## src/sv/pbsd_pkg.sv

```systemverilog
// types, constants and reset state shared by the string field decoder
package pbsd_pkg;

  // sizing of the stored strings and argument slots
  localparam int MAX_ARGS     = 8;
  localparam int MODULE_CHARS = 64;
  localparam int ARG_CHARS    = 64;
  localparam int ARG_CNT_W    = $clog2(MAX_ARGS + 1);
  localparam int ARG_IDX_W    = 3;
  localparam int POS_W        = 6;
  localparam int VARINT_MAX   = 5;

  // protobuf field numbers and wire type
  localparam logic [2:0]  WIRE_LEN     = 3'd2;
  localparam logic [28:0] FIELD_MODULE = 29'd1;
  localparam logic [28:0] FIELD_ARG    = 29'd2;

  typedef enum logic [2:0] {
    PH_TAG = 3'b001,
    PH_LEN = 3'b010,
    PH_VAL = 3'b100
  } phase_t;

  typedef enum logic [1:0] {
    TK_SKIP   = 2'd0,
    TK_MODULE = 2'd1,
    TK_ARG    = 2'd2
  } kind_t;

  typedef struct packed {
    logic [7:0] byte_in;
    logic       last_byte;
  } in_t;

  typedef struct packed {
    logic                 char_valid;
    logic                 to_arg;
    logic [ARG_IDX_W-1:0] arg_index;
    logic [POS_W-1:0]     char_pos;
    logic [7:0]           char_value;
    logic                 string_end;
    logic [POS_W-1:0]     string_len;
    logic                 msg_done;
    logic                 msg_ok;
    logic [ARG_CNT_W-1:0] arg_count;
  } out_t;

  typedef struct packed {
    phase_t               phase;
    logic [31:0]          varint_acc;
    logic [2:0]           varint_bytes;
    kind_t                target_kind;
    logic [31:0]          bytes_left;
    logic [POS_W-1:0]     pos_count;
    logic [ARG_CNT_W-1:0] args_stored;
    logic                 module_nonempty;
    logic                 failed;
  } dec_state_t;

  localparam dec_state_t STATE_RESET = '{
    phase:           PH_TAG,
    varint_acc:      32'd0,
    varint_bytes:    3'd0,
    target_kind:     TK_SKIP,
    bytes_left:      32'd0,
    pos_count:       '0,
    args_stored:     '0,
    module_nonempty: 1'b0,
    failed:          1'b0
  };

endpackage

```

## src/sv/protobuf_string_field_decoder_core.sv

```systemverilog
// top level of the protobuf string field decoder
//
// Usage: message bytes enter on the in_ channel (valid/ready), one byte per
// request, with last_byte set on the final byte of each message. Every input
// request produces exactly one result request on the out_ channel: character
// stores for the module string or an argument slot, string-end marks with the
// truncated length, and on the last byte msg_done with the msg_ok verdict.
// The result of a byte is registered and is valid in the cycle after the byte
// is accepted. Throughput is one byte per cycle; the parser state update
// is a single combinational pass from the parser registers to the result
// register, so nothing limits the rate but the output handshake.
// Reset (rst_n low, synchronous) puts the parser at the start of a message
// and empties the result register.
// When the receiver stalls, the result holds in the output register and
// in_ready drops until it is taken; in_ready is high whenever the output
// register is empty or being emptied in the same cycle.
module protobuf_string_field_decoder_core (
  input  logic           clk,
  input  logic           rst_n,
  input  logic           in_valid,
  output logic           in_ready,
  input  pbsd_pkg::in_t  in_data,
  output logic           out_valid,
  input  logic           out_ready,
  output pbsd_pkg::out_t out_data
);
  import pbsd_pkg::*;

  dec_state_t state_r;
  dec_state_t state_nxt;
  out_t       out_r;
  out_t       out_nxt;
  logic       out_valid_r;
  logic       in_fire;

  assign in_ready  = !out_valid_r || out_ready;
  assign in_fire   = in_valid && in_ready;
  assign out_valid = out_valid_r;
  assign out_data  = out_r;

  // per-byte parser logic
  pbsd_step u_step (
    .st  (state_r),
    .req (in_data),
    .nxt (state_nxt),
    .res (out_nxt)
  );

  // parser state and output valid
  always_ff @(posedge clk) begin
    if (!rst_n) begin
      state_r     <= STATE_RESET;
      out_valid_r <= 1'b0;
    end else begin
      if (in_fire) begin
        state_r     <= state_nxt;
        out_valid_r <= 1'b1;
      end else if (out_ready) begin
        out_valid_r <= 1'b0;
      end
    end
  end

  // result payload
  always_ff @(posedge clk) begin
    if (in_fire) begin
      out_r <= out_nxt;
    end
  end

  // a held result blocks new requests
  a_stall_blocks: assert property (@(posedge clk) disable iff (!rst_n)
    (out_valid_r && !out_ready) |-> !in_ready)
    else $error("request accepted while result stalled");

  // every accepted request leaves a result behind
  a_result_follows: assert property (@(posedge clk) disable iff (!rst_n)
    in_fire |=> out_valid_r)
    else $error("accepted request produced no result");

  // the last byte returns the parser to a clean message start
  a_msg_clear: assert property (@(posedge clk) disable iff (!rst_n)
    (in_fire && in_data.last_byte) |=>
      (state_r.phase == PH_TAG && state_r.args_stored == '0 && !state_r.failed))
    else $error("parser not cleared after last byte");

  // verdict only with message end
  a_ok_with_done: assert property (@(posedge clk) disable iff (!rst_n)
    (out_valid_r && out_r.msg_ok) |-> out_r.msg_done)
    else $error("msg_ok without msg_done");

endmodule

```

## src/sv/pbsd_step.sv

```systemverilog
// per-byte parser update: next decoder state and the result for one request
module pbsd_step (
  input  pbsd_pkg::dec_state_t st,
  input  pbsd_pkg::in_t        req,
  output pbsd_pkg::dec_state_t nxt,
  output pbsd_pkg::out_t       res
);
  import pbsd_pkg::*;

  logic [31:0] shifted;
  logic [31:0] acc_or;
  logic        cap_ok;
  logic        finish;

  // place the payload bits of this varint byte (seven, or the low four in the fifth byte)
  always_comb begin
    unique case (st.varint_bytes)
      3'd0:    shifted = {25'd0, req.byte_in[6:0]};
      3'd1:    shifted = {18'd0, req.byte_in[6:0], 7'd0};
      3'd2:    shifted = {11'd0, req.byte_in[6:0], 14'd0};
      3'd3:    shifted = {4'd0, req.byte_in[6:0], 21'd0};
      3'd4:    shifted = {req.byte_in[3:0], 28'd0};
      default: shifted = 32'd0;
    endcase
  end

  assign acc_or = st.varint_acc | shifted;

  // room left in the destination string
  always_comb begin
    if (st.target_kind == TK_MODULE) begin
      cap_ok = {1'b0, st.pos_count} < (POS_W + 1)'(MODULE_CHARS - 1);
    end else begin
      cap_ok = {1'b0, st.pos_count} < (POS_W + 1)'(ARG_CHARS - 1);
    end
  end

  // parser state update and result fields
  always_comb begin
    nxt    = st;
    res    = '0;
    finish = 1'b0;
    if (!st.failed) begin
      if (st.phase != PH_VAL) begin
        nxt.varint_acc = acc_or;
        if (req.byte_in[7]) begin
          if (st.varint_bytes >= 3'(VARINT_MAX - 1)) begin
            nxt.failed = 1'b1;
          end else begin
            nxt.varint_bytes = st.varint_bytes + 3'd1;
          end
        end else if (st.phase == PH_TAG) begin
          if (acc_or[2:0] != WIRE_LEN) begin
            nxt.failed = 1'b1;
          end else begin
            if (acc_or[31:3] == FIELD_MODULE) begin
              nxt.target_kind = TK_MODULE;
            end else if (acc_or[31:3] == FIELD_ARG &&
                         st.args_stored < ARG_CNT_W'(MAX_ARGS)) begin
              nxt.target_kind = TK_ARG;
            end else begin
              nxt.target_kind = TK_SKIP;
            end
            nxt.phase = PH_LEN;
          end
          nxt.varint_acc   = 32'd0;
          nxt.varint_bytes = 3'd0;
        end else begin
          // length complete
          nxt.bytes_left   = acc_or;
          nxt.varint_acc   = 32'd0;
          nxt.varint_bytes = 3'd0;
          nxt.pos_count    = '0;
          if (st.target_kind == TK_MODULE) begin
            nxt.module_nonempty = 1'b0;
          end
          if (acc_or == 32'd0) begin
            finish = 1'b1;
          end else begin
            nxt.phase = PH_VAL;
          end
        end
      end else begin
        // value byte
        if (st.target_kind != TK_SKIP && cap_ok) begin
          res.char_valid = 1'b1;
          res.char_pos   = st.pos_count;
          res.char_value = req.byte_in;
          if (st.target_kind == TK_MODULE && st.pos_count == '0) begin
            nxt.module_nonempty = |req.byte_in;
          end
          nxt.pos_count = st.pos_count + POS_W'(1);
        end
        nxt.bytes_left = st.bytes_left - 32'd1;
        if (st.bytes_left == 32'd1) begin
          finish = 1'b1;
        end
      end

      // destination while a stored string is read or ends
      if (nxt.target_kind != TK_SKIP && (nxt.phase == PH_VAL || finish)) begin
        res.to_arg = (nxt.target_kind == TK_ARG);
        if (nxt.target_kind == TK_ARG) begin
          res.arg_index = st.args_stored[ARG_IDX_W-1:0];
        end
      end

      // string completion
      if (finish) begin
        if (nxt.target_kind != TK_SKIP) begin
          res.string_end = 1'b1;
          res.string_len = nxt.pos_count;
          if (nxt.target_kind == TK_ARG) begin
            nxt.args_stored = st.args_stored + ARG_CNT_W'(1);
          end
        end
        nxt.phase       = PH_TAG;
        nxt.target_kind = TK_SKIP;
        nxt.pos_count   = '0;
      end
    end

    res.arg_count = nxt.args_stored;
    res.msg_done  = req.last_byte;

    // message end: verdict, then back to a clean state
    if (req.last_byte) begin
      res.msg_ok = !nxt.failed && nxt.phase == PH_TAG &&
                   nxt.varint_bytes == 3'd0 && nxt.module_nonempty;
      nxt = STATE_RESET;
    end
  end

endmodule
```

## config.mk

```make
export PLATFORM = sky130hd
export DESIGN_NAME = protobuf_string_field_decoder_core
export DESIGN_NICKNAME = d
export VERILOG_FILES = /design/src/sv/pbsd_pkg.sv /design/src/sv/protobuf_string_field_decoder_core.sv /design/src/sv/pbsd_step.sv
export SDC_FILE = /design/constraint.sdc
export NUM_CORES = 1
export LEC_CHECK = 0
export ABC_CLOCK_PERIOD_IN_PS = 3900
export BUFFER_PORTS_ARGS = -buffer_cell sky130_fd_sc_hd__buf_2
export CAP_MARGIN = 20
export CORE_MARGIN = 5
export CORE_UTILIZATION = 60
export CTS_BUF_LIST = sky130_fd_sc_hd__clkbuf_4
export CTS_CLUSTER_DIAMETER = 100
export CTS_CLUSTER_SIZE = 40
export DETAILED_ROUTE_END_ITERATION = 8
export GPL_TIMING_DRIVEN = 0
export MAX_ROUTING_LAYER = met4
export PLACE_DENSITY_LB_ADDON = 0.08
export SETUP_SLACK_MARGIN = 0.2
export SYNTH_ARGS = -nofsm -noshare
export SYNTH_HDL_FRONTEND = slang
export SYNTH_SLANG_ARGS = --single-unit
```

## constraint.sdc

```tcl
create_clock -name clk -period 3.9 [get_ports clk]
set_input_delay 0.975 -clock clk [delete_from_list [all_inputs] [get_ports clk]]
set_output_delay 0.975 -clock clk [all_outputs]
set_load 0.05 [all_outputs]
```

* Word-level counts from Yosys, hierarchy flattened
Index checks and enable logic that the tools add are counted.
Cells by class: bitwise gates (word level) 6, add/subtract/negate cells 4, magnitude comparators 3, equality and inequality tests 17, multiplexer cells 45, reductions and logical operators 30
Operators with widths (number):
- 84-bit 2-to-1 mux | 2
- 32-bit one-hot mux with 5 select lines | 1
- 40-bit 2-to-1 mux | 3
- 38-bit 2-to-1 mux | 3
- 35-bit 2-to-1 mux | 1
- 32-bit by 1-bit equality test with 1-bit output (second input constant) | 1
- 32-bit zero test | 1
- 32-bit bitwise OR | 1
- 32-bit by 1-bit subtractor with 32-bit output (second input constant) | 1
- 29-bit by 1-bit equality test with 1-bit output (second input constant) | 1
- 29-bit by 2-bit equality test with 1-bit output (second input constant) | 1
- 1-bit 2-to-1 mux | 20
- 3-bit 2-to-1 mux | 5
- 10-bit 2-to-1 mux | 1
- 2-bit 2-to-1 mux | 5
- 3-bit by 1-bit equality test with 1-bit output (second input constant) | 3
- 3-bit inequality test (second input constant) | 3
- 3-bit OR reduction | 3
- 1-bit logical AND | 8
- 4-bit 2-to-1 mux | 2
- 2-bit nonzero test | 4
- 8-bit OR reduction | 1
- 7-bit 2-to-1 mux | 1
- 6-bit by 1-bit adder with 6-bit output (second input constant) | 1
- other kinds (21) | 32
Word-level totals: output and inout port bits 34, bits of input ports 13, word-level logic and storage cells 125, register bits 117

* Logic depth before layout (Yosys ltp)
depth in word-level cells 21, mapped depth 13, gate-level depth less buffers 9

* Cells and area by module
A second synthesis with hierarchy kept.
Second synthesis, totals: cell total of the unflattened synthesis 988, area total of the unflattened synthesis 7658.6 µm²
Modules (own cells, without submodules):
- protobuf_string_field_decoder_core | times used 1, cells an instance 402, area each 4327.9 µm²
- pbsd_step | times used 1, cells an instance 586, area each 3330.7 µm²

* Worst setup path before layout
No wires, ideal clock.
path type input to register, start input out_ready, end register state_r[56] (netlist name), cell stages on the path 9, slack 0.469 ns, arrival 3.365 ns, required time 3.834 ns, library setup time 0.066 ns, cell sequence nor2b_1 -> inv_1 -> nand2_1 -> clkinv_1 -> o21ai_0 -> nand2b_1 -> clkbuf_1 -> a22oi_1 -> nor2_1
Between the ends: longest elaborated chain between the ends 3
RTL lines:
- from (decl) | RTL line protobuf_string_field_decoder_core.sv:24 | input logic out_ready,
- 1-bit logical OR | RTL line protobuf_string_field_decoder_core.sv:36 | assign in_ready = !out_valid_r || out_ready;
- net in_ready | RTL line protobuf_string_field_decoder_core.sv:21 | output logic in_ready,
- 1-bit logical AND | RTL line protobuf_string_field_decoder_core.sv:37 | assign in_fire = in_valid && in_ready;
- net in_fire | RTL line protobuf_string_field_decoder_core.sv:34 | logic in_fire;
- 3-bit AND reduction (no source line)
- to (signal assigned) | RTL line protobuf_string_field_decoder_core.sv:56 | state_r <= state_nxt;
- to (decl) | RTL line protobuf_string_field_decoder_core.sv:29 | dec_state_t state_r;
The timed path passes the listed nets, and every way through them passes these cells. A chain may end at the register's enable or synchronous reset.

==> flow_summary_export.csv <==
group,metric,value,unit
final_layout,final_common_cell,"nor2_1",
clock_network,clock_latency,0.54,ns
yosys,ys_seq_area_share,42.8,%
global_route,grt-ovfl-total,0,
timing,setup_violations,0,
yosys,synth.distinct_cells,73,
routing,routed_wl,18500,µm
clock_network,cts_made_buffers,17,
placed_design,portBuffers,45,
final_layout,seqCellArea,2660,µm²
global_route,grt_pass1_vias,5815,
clock_network,clockBufferDepth,2,
clock_network,htreeDepth,4,
critical_path,cp_max_fo,10,
status,status,"completed",
floorplan,coreArea,10200,µm²
power,p_per_area,377,nW/µm²
yosys,syn_inst,735,
timing,final_hold_viol_count,0,
routing,dr.first_iter.drc_count,668,
critical_path,cp.arrival,3.87,ns
clock_network,clkTransAtPathRegs,0.11,ns
clock_network,cts-root-buf,"clkbuf_4",
yosys,synth-async-reset-ratio,0,%
yosys,synth_edf_count,32,
timing,rsz0062_at_grt,"false",
power,finalPower,2640,µW
routing,wire_per_inst,19.5,µm
timing,fin_crit_sh,91.9,%
hold_path,hp-class,"register to register",
timing,drv_slew,0,
floorplan,rows,37,
yosys,yosys_warnings,0,
yosys,syn_avg_cell_area,8.47,µm²
critical_path,required,4.18,ns
placed_design,place_area,6640,µm²
clock_network,cts_sinks,117,
final_layout,final_core_util,68.5,%
timing,skew,0.0165,ns
routing,viasPerCell,6.53,
placed_design,dpl.hpwl,13400,µm
final_layout,fin_area,7010,µm²
final_layout,drive_gt1_share,12.3,%
critical_path,start_kind,"register",
global_route,grt_max_degree,31,
power,power_leakage,0.00250,µW
floorplan,ios,47,
timing,worst_pin_slew,0.987,ns
final_layout,n_antenna_cell,0,
yosys,synth_flop_cell,"dfxtp_1",
placed_design,gp_congestion,1.01,
power,peakVddDrop,0.218,mV
clock_network,cts_tree,"done",
timing,max_freq,0.279,GHz
global_route,grt_pass1_wl,29400,µm
floorplan,fp.dieW,112,µm
critical_path,worstSetupEndpointType,"register",
floorplan,die_area,12500,µm²
final_layout,layout_common_cells,"nor2_1 (122), dfxtp_1 (85), a21oi_1 (57)",
final_layout,fill_cells,859,
hold_path,holdPathStages,2,
clock_network,cts_setup_buffers,0,
critical_path,rr_worst_depth,12,
global_route,track_usage,30.2,%
job,cap_violations,0,
critical_path,crit_type,"register to register",
final_layout,nets,823,
clock_network,cts.hold.buffers_added,0,
final_layout,multi_input_area,3290,µm²
yosys,ys_seq_elements,117,
yosys,mappedNetlistNets,758,
global_route,antenna_found_initial,0,
final_layout,syn_to_final_growth,12.6,%
routing,drc,0,
floorplan,initial_core_util,60.8,%
timing,maxSlewHeadroom,33.6,%
routing,drt-pass1-iter-count,8,
clock_network,cts_resized,2,
timing,fin_crit,3.58,ns
floorplan,die_h,112,µm
yosys,netlist_area,6220,µm²
routing,drtAntennaViolNets,0,
routing,vias,6199,
[worst max-delay path, stage by stage, from the launching register on]
cell and delay, ns:
dfxtp_1 0.34, buf_4 0.15, clkbuf_2 0.24, inv_1 0.09
ha_1 0.21, clkbuf_1 0.20, a21oi_2 0.29, o311a_1 0.21
nand4_1 0.23, or4_4 0.67, a21boi_4 0.20, buf_6 0.16
mux2_1 0.33
[per-stage QoR]
stage | std cells | setup WS [ns] | setup TNS [ns] | hold slack (ns)
after floorplan | 735 | 0.469 | 0 | 0.432
after global placement | 916 | -0.212 | -3.90 | 0.445
after detailed placement | 917 | 0.0408 | 0 | 0.466
after CTS | 949 | 0.259 | 0 | 0.479
after global routing | 949 | 0.202 | 0 | 0.512
final | 949 | 0.317 | 0 | 0.481
[flip-flops by register name, summed over array words and instances, names as in the netlist]
name	flops
out_valid	1
state_r	84
out_data	32
[final timing paths]
kind	from	end	slack, ns
worst max register to register	state_r[48]$_SDFFE_PN0P_	out_data[1]$_DFFE_PP_	0.32
worst max-delay path	state_r[48]$_SDFFE_PN0P_	out_data[1]$_DFFE_PP_	0.32
worst min-delay path	state_r[1]$_SDFFE_PN0P_	state_r[1]$_SDFFE_PN0P_	0.48
worst min register to register	state_r[1]$_SDFFE_PN0P_	state_r[1]$_SDFFE_PN0P_	0.48
[per-layer routing]
| layer | vias up | part of all wire (%) | global-route usage [%] |
|---|---|---|---|
| met5 | - | 0 | - |
| met3 | 77 | 6.4 | 4.78 |
| met1 | 2934 | 42 | 36.2 |
| met2 | 315 | 47 | 48.5 |
| li1 | 2873 | - | - |
| met4 | 0 | 4.7 | 16.5 |
[cell type report]
cell class              count  share of cell area, %
flip-flops and latches    117                   38.0
plain buffers              50                   2.98
clock inverters            15                   3.34
multi-input cells         550                   47.0
clock buffers              17                   1.82
inverters                  18                  0.964
repair buffers             46                   3.50
well taps                 136                   2.43
[Yosys cell counts (4+ instances only)]
| library cell | instances | area share [%] |
|---|---|---|
| o32ai_1 | 6 | 0.84 |
| edfxtp_1 | 32 | 15 |
| nor2_1 | 122 | 7.4 |
| clkbuf_1 | 46 | 2.8 |
| o21a_1 | 6 | 0.72 |
| nor2b_1 | 9 | 0.90 |
| o22ai_1 | 17 | 1.7 |
| a21oi_1 | 58 | 4.7 |
| dfxtp_1 | 85 | 27 |
| or3_1 | 4 | 0.40 |
| nand3b_1 | 5 | 0.60 |
| o41ai_1 | 5 | 0.70 |
| ha_1 | 10 | 2.0 |
| nand2_1 | 41 | 2.5 |
| nand2b_1 | 5 | 0.50 |
| inv_1 | 17 | 1.0 |
| nand4_1 | 6 | 0.60 |
| nor3_1 | 20 | 1.6 |
| and3_1 | 5 | 0.50 |
| nor3b_1 | 4 | 0.48 |
| a22oi_1 | 53 | 6.4 |
| o31ai_1 | 4 | 0.48 |
| xnor2_1 | 11 | 1.5 |
| nand3_1 | 15 | 1.2 |
| and2_1 | 20 | 2.0 |
| a31oi_1 | 6 | 0.60 |
| nor4_1 | 22 | 2.2 |
| o21ai_0 | 34 | 2.7 |
[report_power, final]
group / total [µW] / internal, µW / switching [µW]
Sequential: 1270 / 1260 / 6.65
Clock: 1110 / 631 / 481
Combinational: 259 / 58.6 / 201
[cells by family (layout without fill, tap and decap cells)]
logic type,after synthesis,count (layout),synth area share [%]
compound gates,222,222,23.9
xor+xnor,14,14,1.97
fa+ha+maj,10,10,2.01
buf+inv,68,146,4.42
flops,117,117,42.8
mux,4,4,0.684
simple gates,300,300,24.2
(Power assumes the default switching activity.)
